`config.mk`:
```
export PLATFORM = sky130hd
export DESIGN_NAME = keyed_sensor_table
export DESIGN_NICKNAME = d
export VERILOG_FILES = /design/src/hdl/kst_pkg.sv /design/src/hdl/kst_ram.sv /design/src/hdl/keyed_sensor_table.sv
export SDC_FILE = /design/constraint.sdc
export NUM_CORES = 1
export LEC_CHECK = 0
export BUFFER_PORTS_ARGS = -buffer_cell sky130_fd_sc_hd__buf_2
export CAP_MARGIN = 20
export CELL_PAD_IN_SITES_DETAIL_PLACEMENT = 1
export CELL_PAD_IN_SITES_GLOBAL_PLACEMENT = 2
export CORE_MARGIN = 2
export CORE_UTILIZATION = 48
export DETAILED_ROUTE_END_ITERATION = 8
export GPL_TIMING_DRIVEN = 1
export HOLD_SLACK_MARGIN = 0.1
export PLACE_DENSITY_LB_ADDON = 0.1
export SYNTH_ARGS = -nofsm -noshare
export SYNTH_HDL_FRONTEND = slang
export SYNTH_HIERARCHICAL = 1
export SYNTH_SLANG_ARGS = --single-unit
export TNS_END_PERCENT = 50
```
`constraint.sdc`:
```
create_clock -name clk -period 7.6 [get_ports clk]
set_clock_uncertainty 0.1 [all_clocks]
set_input_delay 0.38 -clock clk [delete_from_list [all_inputs] [get_ports clk]]
set_output_delay 0.38 -clock clk [all_outputs]
set_load 0.01 [all_outputs]
```
`src/hdl/kst_pkg.sv`:
```
`timescale 1ns / 1ps

package kst_pkg;

  // Operation codes on the kind field.
  localparam logic [2:0] KIND_ADD    = 3'd0;
  localparam logic [2:0] KIND_UPDATE = 3'd1;
  localparam logic [2:0] KIND_FIND   = 3'd2;
  localparam logic [2:0] KIND_MAX    = 3'd3;
  localparam logic [2:0] KIND_COUNT  = 3'd4;

  // Outcome codes.
  localparam logic [2:0] OC_OK       = 3'd0;
  localparam logic [2:0] OC_FULL     = 3'd1;
  localparam logic [2:0] OC_DUP      = 3'd2;
  localparam logic [2:0] OC_NOTFOUND = 3'd3;
  localparam logic [2:0] OC_INVALID  = 3'd4;
  localparam logic [2:0] OC_EMPTY    = 3'd5;

  // Health codes.
  localparam logic [1:0] HEALTH_OK      = 2'd0;
  localparam logic [1:0] HEALTH_INVALID = 2'd3;

  // One stored sensor record.
  typedef struct packed {
    logic [7:0]  key;
    logic [31:0] reading;
    logic [1:0]  health;
  } rec_t;

  // Sequencer states.
  typedef enum logic [1:0] {
    ST_IDLE = 2'b01,
    ST_SCAN = 2'b10
  } state_t;

endpackage

```
`src/hdl/kst_ram.sv`:
```
`timescale 1ns / 1ps

module kst_ram #(
  parameter int WIDTH = 8,
  parameter int DEPTH = 8
) (
  input  logic                                   clk,
  input  logic                                   we,
  input  logic [(DEPTH > 1 ? $clog2(DEPTH) : 1)-1:0] waddr,
  input  logic [WIDTH-1:0]                       wdata,
  input  logic [(DEPTH > 1 ? $clog2(DEPTH) : 1)-1:0] raddr,
  output logic [WIDTH-1:0]                       rdata
);

  logic [WIDTH-1:0] mem [DEPTH];

  // One write port and one read port with registered read data.
  always_ff @(posedge clk) begin
    if (we) begin
      mem[waddr] <= wdata;
    end
    rdata <= mem[raddr];
  end

endmodule

```
`src/hdl/keyed_sensor_table.sv`:
```
`timescale 1ns / 1ps

// Table of up to ENTRIES sensor records (id, signed reading, health) kept
// in one synchronous RAM in the order they were added. A word is accepted
// when start is high and busy is low; its result appears on the out_ ports
// for exactly one cycle, marked by out_valid, in the cycle after the work is
// done, and must be taken then since the receiver cannot stall the block.
// Words whose outcome follows from the fill count and the input fields
// alone (table full, invalid parameters, empty table, unused kinds) keep
// busy low and give their result in the next cycle. All other words scan
// the RAM one entry per cycle through its single read port, and busy stays
// high until every filled entry has been read and examined.
// Reset empties the table; there is no clearing pass.
module keyed_sensor_table #(
  parameter int ENTRIES = 8
) (
  input  logic               clk,
  input  logic               rst_n,
  input  logic               start,
  output logic               busy,
  input  logic [2:0]         in_kind,
  input  logic [7:0]         in_sensor_key,
  input  logic signed [31:0] in_reading_in,
  input  logic [1:0]         in_health_in,
  output logic               out_valid,
  output logic [2:0]         out_outcome,
  output logic signed [31:0] out_reading_out,
  output logic [1:0]         out_health_out,
  output logic [3:0]         out_tally
);

  localparam int AW = (ENTRIES > 1) ? $clog2(ENTRIES) : 1;
  localparam int CW = $clog2(ENTRIES + 1);
  localparam int RW = $bits(kst_pkg::rec_t);
  localparam logic [CW-1:0] FULL_COUNT = CW'(ENTRIES);

  kst_pkg::state_t state_r, state_nxt;
  logic [CW-1:0]   fill_r, fill_nxt;
  logic [CW-1:0]   iss_r, iss_nxt;
  logic            rv_r, rv_nxt;
  logic [AW-1:0]   ridx_r, ridx_nxt;
  logic            found_r, found_nxt;
  logic [AW-1:0]   fidx_r, fidx_nxt;
  logic [31:0]     best_r, best_nxt;
  logic [1:0]      fhl_r, fhl_nxt;
  logic [3:0]      cnt_r, cnt_nxt;

  logic [2:0]      kind_r, kind_nxt;
  logic [7:0]      key_r, key_nxt;
  logic [31:0]     rd_r, rd_nxt;
  logic [1:0]      hl_r, hl_nxt;

  logic            ov_r, ov_nxt;
  logic [2:0]      oc_r, oc_nxt;
  logic [31:0]     ord_r, ord_nxt;
  logic [1:0]      ohl_r, ohl_nxt;
  logic [3:0]      otl_r, otl_nxt;

  logic            we;
  logic [AW-1:0]   waddr;
  logic [AW-1:0]   raddr;
  kst_pkg::rec_t   wrec;
  kst_pkg::rec_t   rrec;
  logic [RW-1:0]   rdata;

  assign rrec  = kst_pkg::rec_t'(rdata);
  assign raddr = iss_r[AW-1:0];
  assign wrec  = '{key: key_r, reading: rd_r, health: hl_r};

  kst_ram #(
    .WIDTH(RW),
    .DEPTH(ENTRIES)
  ) u_ram (
    .clk  (clk),
    .we   (we),
    .waddr(waddr),
    .wdata(wrec),
    .raddr(raddr),
    .rdata(rdata)
  );

  // Sequencer: early decisions, scan of the records, final result and write.
  always_comb begin
    state_nxt = state_r;
    fill_nxt  = fill_r;
    iss_nxt   = iss_r;
    rv_nxt    = 1'b0;
    ridx_nxt  = ridx_r;
    found_nxt = found_r;
    fidx_nxt  = fidx_r;
    best_nxt  = best_r;
    fhl_nxt   = fhl_r;
    cnt_nxt   = cnt_r;
    kind_nxt  = kind_r;
    key_nxt   = key_r;
    rd_nxt    = rd_r;
    hl_nxt    = hl_r;
    ov_nxt    = 1'b0;
    oc_nxt    = oc_r;
    ord_nxt   = ord_r;
    ohl_nxt   = ohl_r;
    otl_nxt   = otl_r;
    we        = 1'b0;
    waddr     = fill_r[AW-1:0];

    unique case (state_r)
      kst_pkg::ST_IDLE: begin
        if (start) begin
          kind_nxt  = in_kind;
          key_nxt   = in_sensor_key;
          rd_nxt    = in_reading_in;
          hl_nxt    = in_health_in;
          iss_nxt   = '0;
          found_nxt = 1'b0;
          cnt_nxt   = '0;
          ord_nxt   = '0;
          ohl_nxt   = '0;
          otl_nxt   = '0;
          // Outcomes that need no scan are given at once.
          priority if (in_kind == kst_pkg::KIND_ADD && fill_r >= FULL_COUNT) begin
            ov_nxt = 1'b1;
            oc_nxt = kst_pkg::OC_FULL;
          end else if (in_kind == kst_pkg::KIND_ADD &&
                       (in_sensor_key == 8'd0 ||
                        in_health_in == kst_pkg::HEALTH_INVALID)) begin
            ov_nxt = 1'b1;
            oc_nxt = kst_pkg::OC_INVALID;
          end else if ((in_kind == kst_pkg::KIND_UPDATE ||
                        in_kind == kst_pkg::KIND_FIND ||
                        in_kind == kst_pkg::KIND_MAX) && fill_r == '0) begin
            ov_nxt = 1'b1;
            oc_nxt = kst_pkg::OC_EMPTY;
          end else if ((in_kind == kst_pkg::KIND_UPDATE ||
                        in_kind == kst_pkg::KIND_COUNT) &&
                       in_health_in == kst_pkg::HEALTH_INVALID) begin
            ov_nxt = 1'b1;
            oc_nxt = kst_pkg::OC_INVALID;
          end else if (in_kind == kst_pkg::KIND_ADD ||
                       in_kind == kst_pkg::KIND_UPDATE ||
                       in_kind == kst_pkg::KIND_FIND ||
                       in_kind == kst_pkg::KIND_MAX ||
                       in_kind == kst_pkg::KIND_COUNT) begin
            state_nxt = kst_pkg::ST_SCAN;
          end else begin
            ov_nxt = 1'b1;
            oc_nxt = kst_pkg::OC_INVALID;
          end
        end
      end

      kst_pkg::ST_SCAN: begin
        // Issue one read per cycle over the filled entries.
        if (iss_r < fill_r) begin
          iss_nxt  = iss_r + CW'(1);
          rv_nxt   = 1'b1;
          ridx_nxt = iss_r[AW-1:0];
        end

        // Examine the record that the previous read returned.
        if (rv_r) begin
          unique case (kind_r)
            kst_pkg::KIND_MAX: begin
              if (rrec.health == kst_pkg::HEALTH_OK &&
                  (!found_r || $signed(rrec.reading) > $signed(best_r))) begin
                found_nxt = 1'b1;
                best_nxt  = rrec.reading;
              end
            end
            kst_pkg::KIND_COUNT: begin
              if (rrec.health == hl_r) begin
                cnt_nxt = cnt_r + 4'd1;
              end
            end
            default: begin
              // Add, update and find keep the first record with the key.
              if (rrec.key == key_r && !found_r) begin
                found_nxt = 1'b1;
                fidx_nxt  = ridx_r;
                best_nxt  = rrec.reading;
                fhl_nxt   = rrec.health;
              end
            end
          endcase
        end

        // All entries seen: give the result and commit any write.
        if (!(iss_r < fill_r) && !rv_r) begin
          state_nxt = kst_pkg::ST_IDLE;
          ov_nxt    = 1'b1;
          oc_nxt    = kst_pkg::OC_OK;
          unique case (kind_r)
            kst_pkg::KIND_ADD: begin
              if (found_r) begin
                oc_nxt = kst_pkg::OC_DUP;
              end else begin
                we       = 1'b1;
                waddr    = fill_r[AW-1:0];
                fill_nxt = fill_r + CW'(1);
              end
            end
            kst_pkg::KIND_UPDATE: begin
              if (found_r) begin
                we    = 1'b1;
                waddr = fidx_r;
              end else begin
                oc_nxt = kst_pkg::OC_NOTFOUND;
              end
            end
            kst_pkg::KIND_FIND: begin
              if (found_r) begin
                ord_nxt = best_r;
                ohl_nxt = fhl_r;
              end else begin
                oc_nxt = kst_pkg::OC_NOTFOUND;
              end
            end
            kst_pkg::KIND_MAX: begin
              if (found_r) begin
                ord_nxt = best_r;
              end else begin
                oc_nxt = kst_pkg::OC_NOTFOUND;
              end
            end
            default: begin
              otl_nxt = cnt_r;
            end
          endcase
        end
      end

      default: begin
        state_nxt = kst_pkg::ST_IDLE;
      end
    endcase
  end

  // Control state.
  always_ff @(posedge clk) begin
    if (!rst_n) begin
      state_r <= kst_pkg::ST_IDLE;
      fill_r  <= '0;
      iss_r   <= '0;
      rv_r    <= 1'b0;
      found_r <= 1'b0;
      ov_r    <= 1'b0;
    end else begin
      state_r <= state_nxt;
      fill_r  <= fill_nxt;
      iss_r   <= iss_nxt;
      rv_r    <= rv_nxt;
      found_r <= found_nxt;
      ov_r    <= ov_nxt;
    end
  end

  // Operands, scan results and output word.
  always_ff @(posedge clk) begin
    ridx_r <= ridx_nxt;
    fidx_r <= fidx_nxt;
    best_r <= best_nxt;
    fhl_r  <= fhl_nxt;
    cnt_r  <= cnt_nxt;
    kind_r <= kind_nxt;
    key_r  <= key_nxt;
    rd_r   <= rd_nxt;
    hl_r   <= hl_nxt;
    oc_r   <= oc_nxt;
    ord_r  <= ord_nxt;
    ohl_r  <= ohl_nxt;
    otl_r  <= otl_nxt;
  end

  assign busy            = (state_r != kst_pkg::ST_IDLE);
  assign out_valid       = ov_r;
  assign out_outcome     = oc_r;
  assign out_reading_out = ord_r;
  assign out_health_out  = ohl_r;
  assign out_tally       = otl_r;

endmodule

```
Yosys cells after proc, flatten, opt, wreduce, memory -nomap -nowiden
Memory sizes are Yosys's and may differ from the RTL's. A register that Yosys moved wholly into a read port is not among the register bits.
Cells that the tools add are included.

cells by class
  $add $sub $neg = 3
  $lt $le $gt $ge = 3
  eq/ne operators = 34
  muxes and demuxes = 68
  bitwise logic cells = 3
  reductions and logical operators = 44

operators with widths
  kind                                                              number
  32-bit 2-to-1 mux                                                 6
  32-bit case mux with 2 select lines                               2
  3-bit 2-to-1 mux                                                  11
  32-bit > comparator                                               1
  2-bit != test (second input constant)                             15
  4-bit 2-to-1 mux                                                  7
  2-bit 2-to-1 mux                                                  13
  4-bit case mux with 2 select lines                                3
  5-bit AND reduction                                               4
  1-bit 2-to-1 mux                                                  18
  4-bit AND reduction                                               4
  4-bit by 1-bit adder with 4-bit output (second input constant)    3
  3-bit by 2-bit == test with 1-bit output (second input constant)  4
  2-bit case mux with 2 select lines                                3
  1-bit logical OR                                                  9
  8-bit == test                                                     1
  8-bit zero test                                                   1
  1-bit case mux with 2 select lines                                4
  1-bit logical AND                                                 7
  7-bit AND reduction                                               1
  3-bit by 1-bit == test with 1-bit output (second input constant)  2
  3-bit == test (second input constant)                             2
  3-bit zero test                                                   2
  2-bit by 1-bit != test with 1-bit output (second input constant)  3
  other kinds (19)                                                  29

word-level totals
  register bits after elaboration = 143
  RAM bits = 336
  input port bits = 48
  word-level logic and storage cells = 175
  memories kept = 1

memories
  name       depth  bits a word  rd ports  clocked after memory_dff  write ports  RTL line       RTL
  u_ram.mem  8      42           1         1                         1            kst_ram.sv:15  logic [WIDTH-1:0] mem [DEPTH];

Depth between registers and ports, before layout
Gate-level depths: netlist (run 1).

  word-level depth = 12
  depth in mapped cells = 9
  gate-level depth less buffers = 9

Hierarchy
Netlist (run 1), hierarchy kept.

modules (own cells, without submodules)
  module              instances  cells an instance  area an instance (um2)
  kst_ram             1          540                13503.0
  keyed_sensor_table  1          449                6130.9

Least setup slack after synthesis (run 1)
OpenSTA, ideal clock, no wires.

  kind = reg-to-reg
  start = reg fill_r[1]
  end = mem u_ram/mem[0][0] (netlist bit) (enable)
  setup time = 494 ps
  data arrival time = 4781 ps
  required time = 7006 ps
  slack = 2225 ps
  cell stages (with the launch flop) = 10
  path buffers = 0
  cells stage by stage = dfxtp_1 > inv_1 > ha_1 > a21o_1 > a21o_1 > a21oi_4 > nor4_4 > mux2_2 > nand2b_1 > nor3_1

on the way
  elaborated cells between the ends (all ways) = 11
  those cells by class = 1 x order compare; 8 x mux; 2 x reduce/logical

RTL lines
  what                        RTL line                   RTL
  from (decl)                 keyed_sensor_table.sv:38   logic [CW-1:0] fill_r, fill_nxt;
  from (signal assigned)      keyed_sensor_table.sv:248  fill_r <= fill_nxt;
  4-bit less-than comparator  keyed_sensor_table.sv:187  if (!(iss_r < fill_r) && !rv_r) begin
  1-bit zero test             keyed_sensor_table.sv:187
  1-bit logical AND           keyed_sensor_table.sv:187
  3-bit 2-to-1 mux            keyed_sensor_table.sv:187
  3-bit 2-to-1 mux            keyed_sensor_table.sv:106  unique case (state_r)
  named net waddr[2]          keyed_sensor_table.sv:60   logic [AW-1:0] waddr;
  to (decl)                   kst_ram.sv:15

The timed path passes the listed nets, and every way through them passes these cells.

Final worst setup path (run 1)
  start = reg iss_r[1]
  end = mem u_ram/mem[2][7] (netlist bit) (enable)

on the way
  elaborated cells between the ends (all ways) = 9
  those cells by class = 1 x order compare; 6 x mux; 2 x reduce/logical

RTL lines
  what                        RTL line                   RTL
  from (decl)                 keyed_sensor_table.sv:39   logic [CW-1:0] iss_r, iss_nxt;
  from (signal assigned)      keyed_sensor_table.sv:249  iss_r <= iss_nxt;
  4-bit less-than comparator  keyed_sensor_table.sv:187
  1-bit zero test             keyed_sensor_table.sv:187
  1-bit logical AND           keyed_sensor_table.sv:187
  3-bit 2-to-1 mux            keyed_sensor_table.sv:187
  3-bit 2-to-1 mux            keyed_sensor_table.sv:106
  named net waddr[2]          keyed_sensor_table.sv:60

The timed path passes the listed nets, and every way through them passes these cells.

==> results.toml, run 1 <==
[timing]
grt_setup_unrepaired = "no"
period_needed_ps = 4050
slew_headroom = 0.377
setup_violations = 0
period_share = 0.533
fin_setup_tns_ps = 0
hold_viol = 0
tightestPinTransition_ps = 934
maxSlewViolCount = 0
max_freq_mhz = 247

[drt]
routed_via_density = 5.37
drt-pass1-iter-count = 4
ant_nets = 0
drt-initial-drc-count = 505
wl_mm = 38.9
dr_total_vias = 9343
drc = 0
wire_per_inst_um = 22.3

[floorplanning]
die-area_um2 = 42500
fp.coreArea_um2 = 40600
die_w_um = 206
initial_core_util = 0.483
pin_count = 91
die_y_um = 206
rows = 74

[cts]
clock_tree.root_cell = "clkbuf_16"
cts_max_level = 2
cts_made_buffers = 52
cts_tree = "yes"
clock_latency_ps = 590
cts.clk_slew.worst_paths_ps = 60
clock_path_buffers = 3
cts.sinks = 521
cts_resized = 0

[place]
gp_congestion = 0.763
portBuffers = 90
place_hpwl_mm = 22.8

[setup_path]
cp_data_required_time_ps = 7720
r2r_start = "iss_r[1]"
crit_fanout = 47
critical_path.top_delay_family = "buffers and inverters"
cp.arrival_ps = 4180
reg2reg_depth = 10
crit_buf_inv = 2
cp_cell_sequence = "buf_4 -> ha_1 -> a21o_1 -> a21o_1 -> a21oi_4 -> nor4_4 -> mux2_2 -> nand2b_1 -> nor2_4 -> buf_4"
reg2reg_slack_ps = 3550
critPathLaunchType = "register"
crit_slowest_cell = "buf_4"
critical_path_class = "reg -> reg"
setup.worst_path.end_class = "register"
r2r-end = "u_ram/mem[2][7]"
critPathMaxStageDelay_ps = 570

[worst_hold_path]
holdCritPathClass = "in -> reg"
whs_path_depth = 4
whs_endpoint = "out_valid"
min_from = "start"

[synth]
avgSynthCellArea_um2 = 19.9
ys.flop_type = "edfxtp_1"
yosys.area.top_type_share = 0.713
synth_area_um2 = 19600
ys_seq_area_frac = 0.769
synth_async_sr_flop_share = 0
yosys_warnings = 6
netlist_top_cells_count = "edfxtp_1, mux4_2, nor2_1"
synth_cell_types = 54
syn_inst = 989
ys_seq_elements = 521
synth_edf_count = 466
synth.most_common_cell = "edfxtp_1"
syn_nets = 1078
synth_area_leaders = "edfxtp_1, mux4_2, dfxtp_1"
yosysTopAreaCell = "edfxtp_1"

[grt]
grt_antenna_before_repair = 1
grt_pass1_vias = 10116
gr-usage-all-layers = 0.192
grt_overflow_total = 0
grt_start_max_net_pins = 63
grt_pass1_wl_mm = 60.4

[final_layout]
fill_cells = 3591
drive_above_1_share = 0.269
final_net_count = 1254
area_delta_synth_final_pct = 16.5
diodes = 0

[run]
cap_violations = 0

[power]
leakagePower_nw = 7.71
ir_worst_vdd_v = 0.000192
total_power_mw = 6.64
power_density_nw_per_um2 = 291

[run_status]
status = "completed"
==> report_power, final <==
part / internal, mW / switching [mW] / leakage [nW]
Sequential: 3.49 / 0.194 / 4.71
Combinational: 0.216 / 0.308 / 2.20
Clock: 1.40 / 1.04 / 0.795
==> routing by layer <==
| metal | up-vias | track usage | wire length, µm |
|---|---|---|---|
| met1 | 4842 | 0.276 | 18300 |
| li1 | 4283 | - | - |
| met2 | 166 | 0.307 | 18400 |
| met4 | 0 | 0.0477 | 684 |
| met5 | - | 0 | 0 |
| met3 | 52 | 0.0353 | 1480 |
==> how the worst max path moves through the flow <==
stage               from          endpoint  cells past startpoint
2_1_floorplan  fill_r[1]   u_ram/mem[0][0]                      9
3_3_place_gp    iss_r[1]  u_ram/mem[2][23]                     10
3_5_place_dp    iss_r[0]  u_ram/mem[2][25]                      9
4_1_cts         iss_r[0]   u_ram/mem[2][7]                      9
5_1_grt         iss_r[0]  u_ram/mem[2][26]                      9
6_report        iss_r[1]   u_ram/mem[2][7]                     10
==> worst min-delay path, stage by stage <==
cell     delay, ps
buf_2          120
nand2_1        120
o32a_1         170
nor3_1          60
==> cell usage in the layout (no fill, tap or decap), drive strengths merged, types with 3 or more instances in the layout <==
cell type	netlist	final
a21o	6	6
a21oi	28	28
and2	9	9
buf	18	106
clkbuf	12	70
clkinv	2	25
dfxtp	55	55
dlygate4sd3	0	46
edfxtp	466	466
ha	41	41
inv	44	44
mux2	45	45
mux4	84	84
nand2	15	15
nand2b	6	6
nand3	12	12
nand4	9	9
nor2	56	56
nor2b	3	3
nor3	9	9
nor4	8	8
o21a	4	4
o21ai	13	13
xor2	13	13
==> cell type report <==
class,count,area [µm²],share of cell area
clock buffers,70,1440,0.0631
clock inverters,27,186,0.00815
repair buffers,152,1030,0.0451
multi-input cells,392,4260,0.186
inverters,46,173,0.00755
flip-flops and latches,521,15100,0.661
well taps,532,666,0.0291
==> cells by family (layout without fill, tap and decap cells) <==
family	Yosys count	in the layout	synth area share
xor gates and xnor gates	14	14	0.00625
adders and majority gates	41	41	0.0261
AOI/OAI and AO/OA	72	72	0.0243
DFF	521	521	0.769
buffers and inverters	76	295	0.0178
and+or+nand+nor	134	134	0.0336
muxes	131	131	0.123
==> stage by stage <==
stage | std cells | worst slack, ps | instance area [µm²] | hold slack, ps | utilization
final | 1740 | 3550 | 22900 | 213 | 0.563
after detailed placement | 1597 | 3480 | 20800 | 316 | 0.511
after global routing | 1740 | 3260 | 22900 | 204 | 0.563
after global placement | 1597 | 3520 | 20800 | 301 | 0.511
after CTS | 1740 | 3450 | 22900 | 166 | 0.563
after floorplan | 989 | 2230 | 19600 | 300 | -
==> sequential cells by signal, indices dropped and copies added (netlist names), 3 cells and up <==
signal	flops
out_reading_out	32
key_r	8
out_tally	4
best_r	32
u_ram/mem	336
rd_r	32
ridx_r	3
u_ram/rdata	42
cnt_r	4
iss_r	4
out_outcome	3
fidx_r	3
fill_r	4
kind_r	3
==> what timing repair did <==
action | CTS | global route
buffers inserted | 0 | 0
hold buffers | 46 | 0
hold endpoints to repair | 49 | 0
Note: power is estimated with default switching activity, not from simulation.
==> run 2: changes to the inputs <==
Settings changed: CORE_UTILIZATION 48 to 43.
Clock period 7.6 ns to 3.45 ns, I/O delays scaled along.
==> run 2 against run 1 <==
  * Setup slack got worse by 3100 ps
  * Maximum frequency increased by 35%
  * Cell count increased by 5.0%
  * Via count increased by 1.6%
  * Critical path depth did not move
  * Non-clock buffer count grew 11
  * Critical path type unchanged
  * Critical endpoint is now u_ram/mem[6][15]
  * Largest cell class unchanged
==> results.toml, run 2 (synthesis gave the netlist of run 1 again) <==
[drt]
dr_total_vias = 9492
dr_wl_met2_mm = 19.7
routed.top_layer = "met4"
drc = 0
drt-initial-drc-count = 583
drt-met1-wl_mm = 18.5
wl_mm = 41.4
wire_per_inst_um = 22.7
routed_via_density = 5.20
ant_nets = 0
wl_met3_mm = 2.29
drt-pass1-iter-count = 4

[floorplanning]
initial_core_util = 0.435
die-area_um2 = 47400
pin_count = 91
die_w_um = 218
die_y_um = 218
fp.coreArea_um2 = 45200
rows = 78

[cts]
cts_made_buffers = 56
clock_latency_ps = 600
cts.clk_slew.worst_paths_ps = 60
cts.sinks = 521
postCtsSetupRepairBufs = 0
clock_tree.root_cell = "clkbuf_16"
clock_path_buffers = 3
cts_tree = "yes"
cts_max_level = 2

[final_layout]
drive_above_1_share = 0.285
layout_commonest_cell = "edfxtp_1"
largest_reg_flops = 336
biggestRegsByFlops = "u_ram/mem x336, u_ram/rdata x42"
fill_cells = 4100
area_delta_synth_final_pct = 19.2
layout_common_cells = "edfxtp_1, buf_2, mux4_2, clkbuf_16, dfxtp_1"
design_area_um2 = 23400
multiInputGateArea_um2 = 4280
final_net_count = 1269
ff_latch_area_um2 = 15100
fin_util = 0.518
top_register = "u_ram/mem"

[setup_path]
critPathLaunchType = "register"
cp_data_required_time_ps = 3600
cp.arrival_ps = 3160
crit_slowest_cell = "mux2_2"
crit_fanout = 42
critical_path_class = "reg -> reg"
setup.worst_path.end_class = "register"
critPathMaxStageDelay_ps = 460
reg2reg_depth = 10
cp_cell_sequence = "inv_1 -> ha_1 -> a21o_1 -> a21o_1 -> a21oi_4 -> nor4_4 -> mux2_2 -> nand2b_1 -> nor2_4 -> buf_12"
path_common_cell = "a21o_1"

[power]
clockPowerShare = 0.392
combinationalPowerShare = 0.080
sequentialPowerShare = 0.528
leakagePower_nw = 7.90
switching_share = 0.230
ir_worst_vdd_v = 0.000373
p_int_mw = 11.8
switchingPower_mw = 3.51
power_density_nw_per_um2 = 652
total_power_mw = 15.3

[timing]
slew_headroom = 0.393
fin_setup_tns_ps = 0
period_share = 0.872
grt_setup_unrepaired = "no"
max_freq_mhz = 333
period_needed_ps = 3010
tightestPinTransition_ps = 911
hold_viol = 0
setup_violations = 0
maxSlewViolCount = 0

[place]
portBuffers = 90
place_area_um2 = 21100
gp_congestion = 0.755
place_hpwl_mm = 23.8

[grt]
grt_pass1_wl_mm = 62.9
grt_antenna_before_repair = 5
grt_overflow_total = 0
grt_pass1_vias = 10197
grt_start_max_net_pins = 90
gr-usage-all-layers = 0.180

[worst_hold_path]
whs_path_depth = 2
holdCritPathClass = "in -> reg"

[run]
cap_violations = 0

[run_status]
status = "completed"
## run 2: changes by cell type in the layout (fill, tap and decap cells not counted), sizes merged
| cell | delta |
|---|---|
| inv | +2 |
| diode | +1 |
| dlygate4sd3 | +1 |
| clkbuf | +8 |
| bufinv | +4 |
| clkinv | -6 |
| buf | +10 |
| clkinvlp | -1 |
## run 2: power groups by stage
stage                     Clock, mW  Sequential, mW  Combinational [mW]
after floorplan                   0            8.20               0.558
after global placement            0            8.17                1.21
after detailed placement          0            8.20                1.22
after CTS                      6.16            8.07                1.26
after global routing           6.38            8.14                1.35
final                          5.99            8.06                1.22
## run 2: layout make-up
type,count,share of cell area
Sequential cell,521,0.645
Multi-Input combinational cell,392,0.183
Clock buffer,78,0.0664
Timing Repair Buffer,163,0.0530
Tap cell,600,0.0321
Clock inverter,26,0.0127
Inverter,46,0.00738
Antenna cell,1,0.000107
## run 2: final timing paths
kind | end | slack (ps) | from
worst max-delay path | u_ram/mem[6][15] | 440 | fill_r[1]
worst min-delay path | rd_r[28] | 170 | in_reading_in[28]
worst max register to register | u_ram/mem[6][15] | 440 | fill_r[1]
worst min register to register | fidx_r[0] | 310 | ridx_r[0]
## run 2: routing by layer
layer | up-vias | track usage
met5 | - | 0
met4 | 0 | 0.0566
met3 | 62 | 0.0333
met2 | 196 | 0.290
met1 | 4909 | 0.249
li1 | 4325 | -
## run 2: critical path: cells and delay by family (launching register included)
kind | cells | cell delay [ps]
compound gates | 3 | 370
fa+ha+maj | 1 | 280
buf+inv | 2 | 390
flops | 1 | 390
mux | 1 | 460
simple gates | 3 | 640
## run 2: per-stage QoR
stage / instances / setup slack, ps / hold slack, ps
6_report: 1827 / 443 / 172
3_3_place_gp: 1675 / 443 / 249
3_5_place_dp: 1675 / 439 / 251
4_1_cts: 1826 / 417 / 133
2_1_floorplan: 989 / -75.6 / 171
5_1_grt: 1826 / 237 / 159
## run 2: timing repair
item | 4_1_cts | 5_1_grt
endpoints found under the hold margin | 60 | 0
setup endpoints to repair | 0 | 0
resized for setup | 0 | 0
hold buffers | 47 | 0
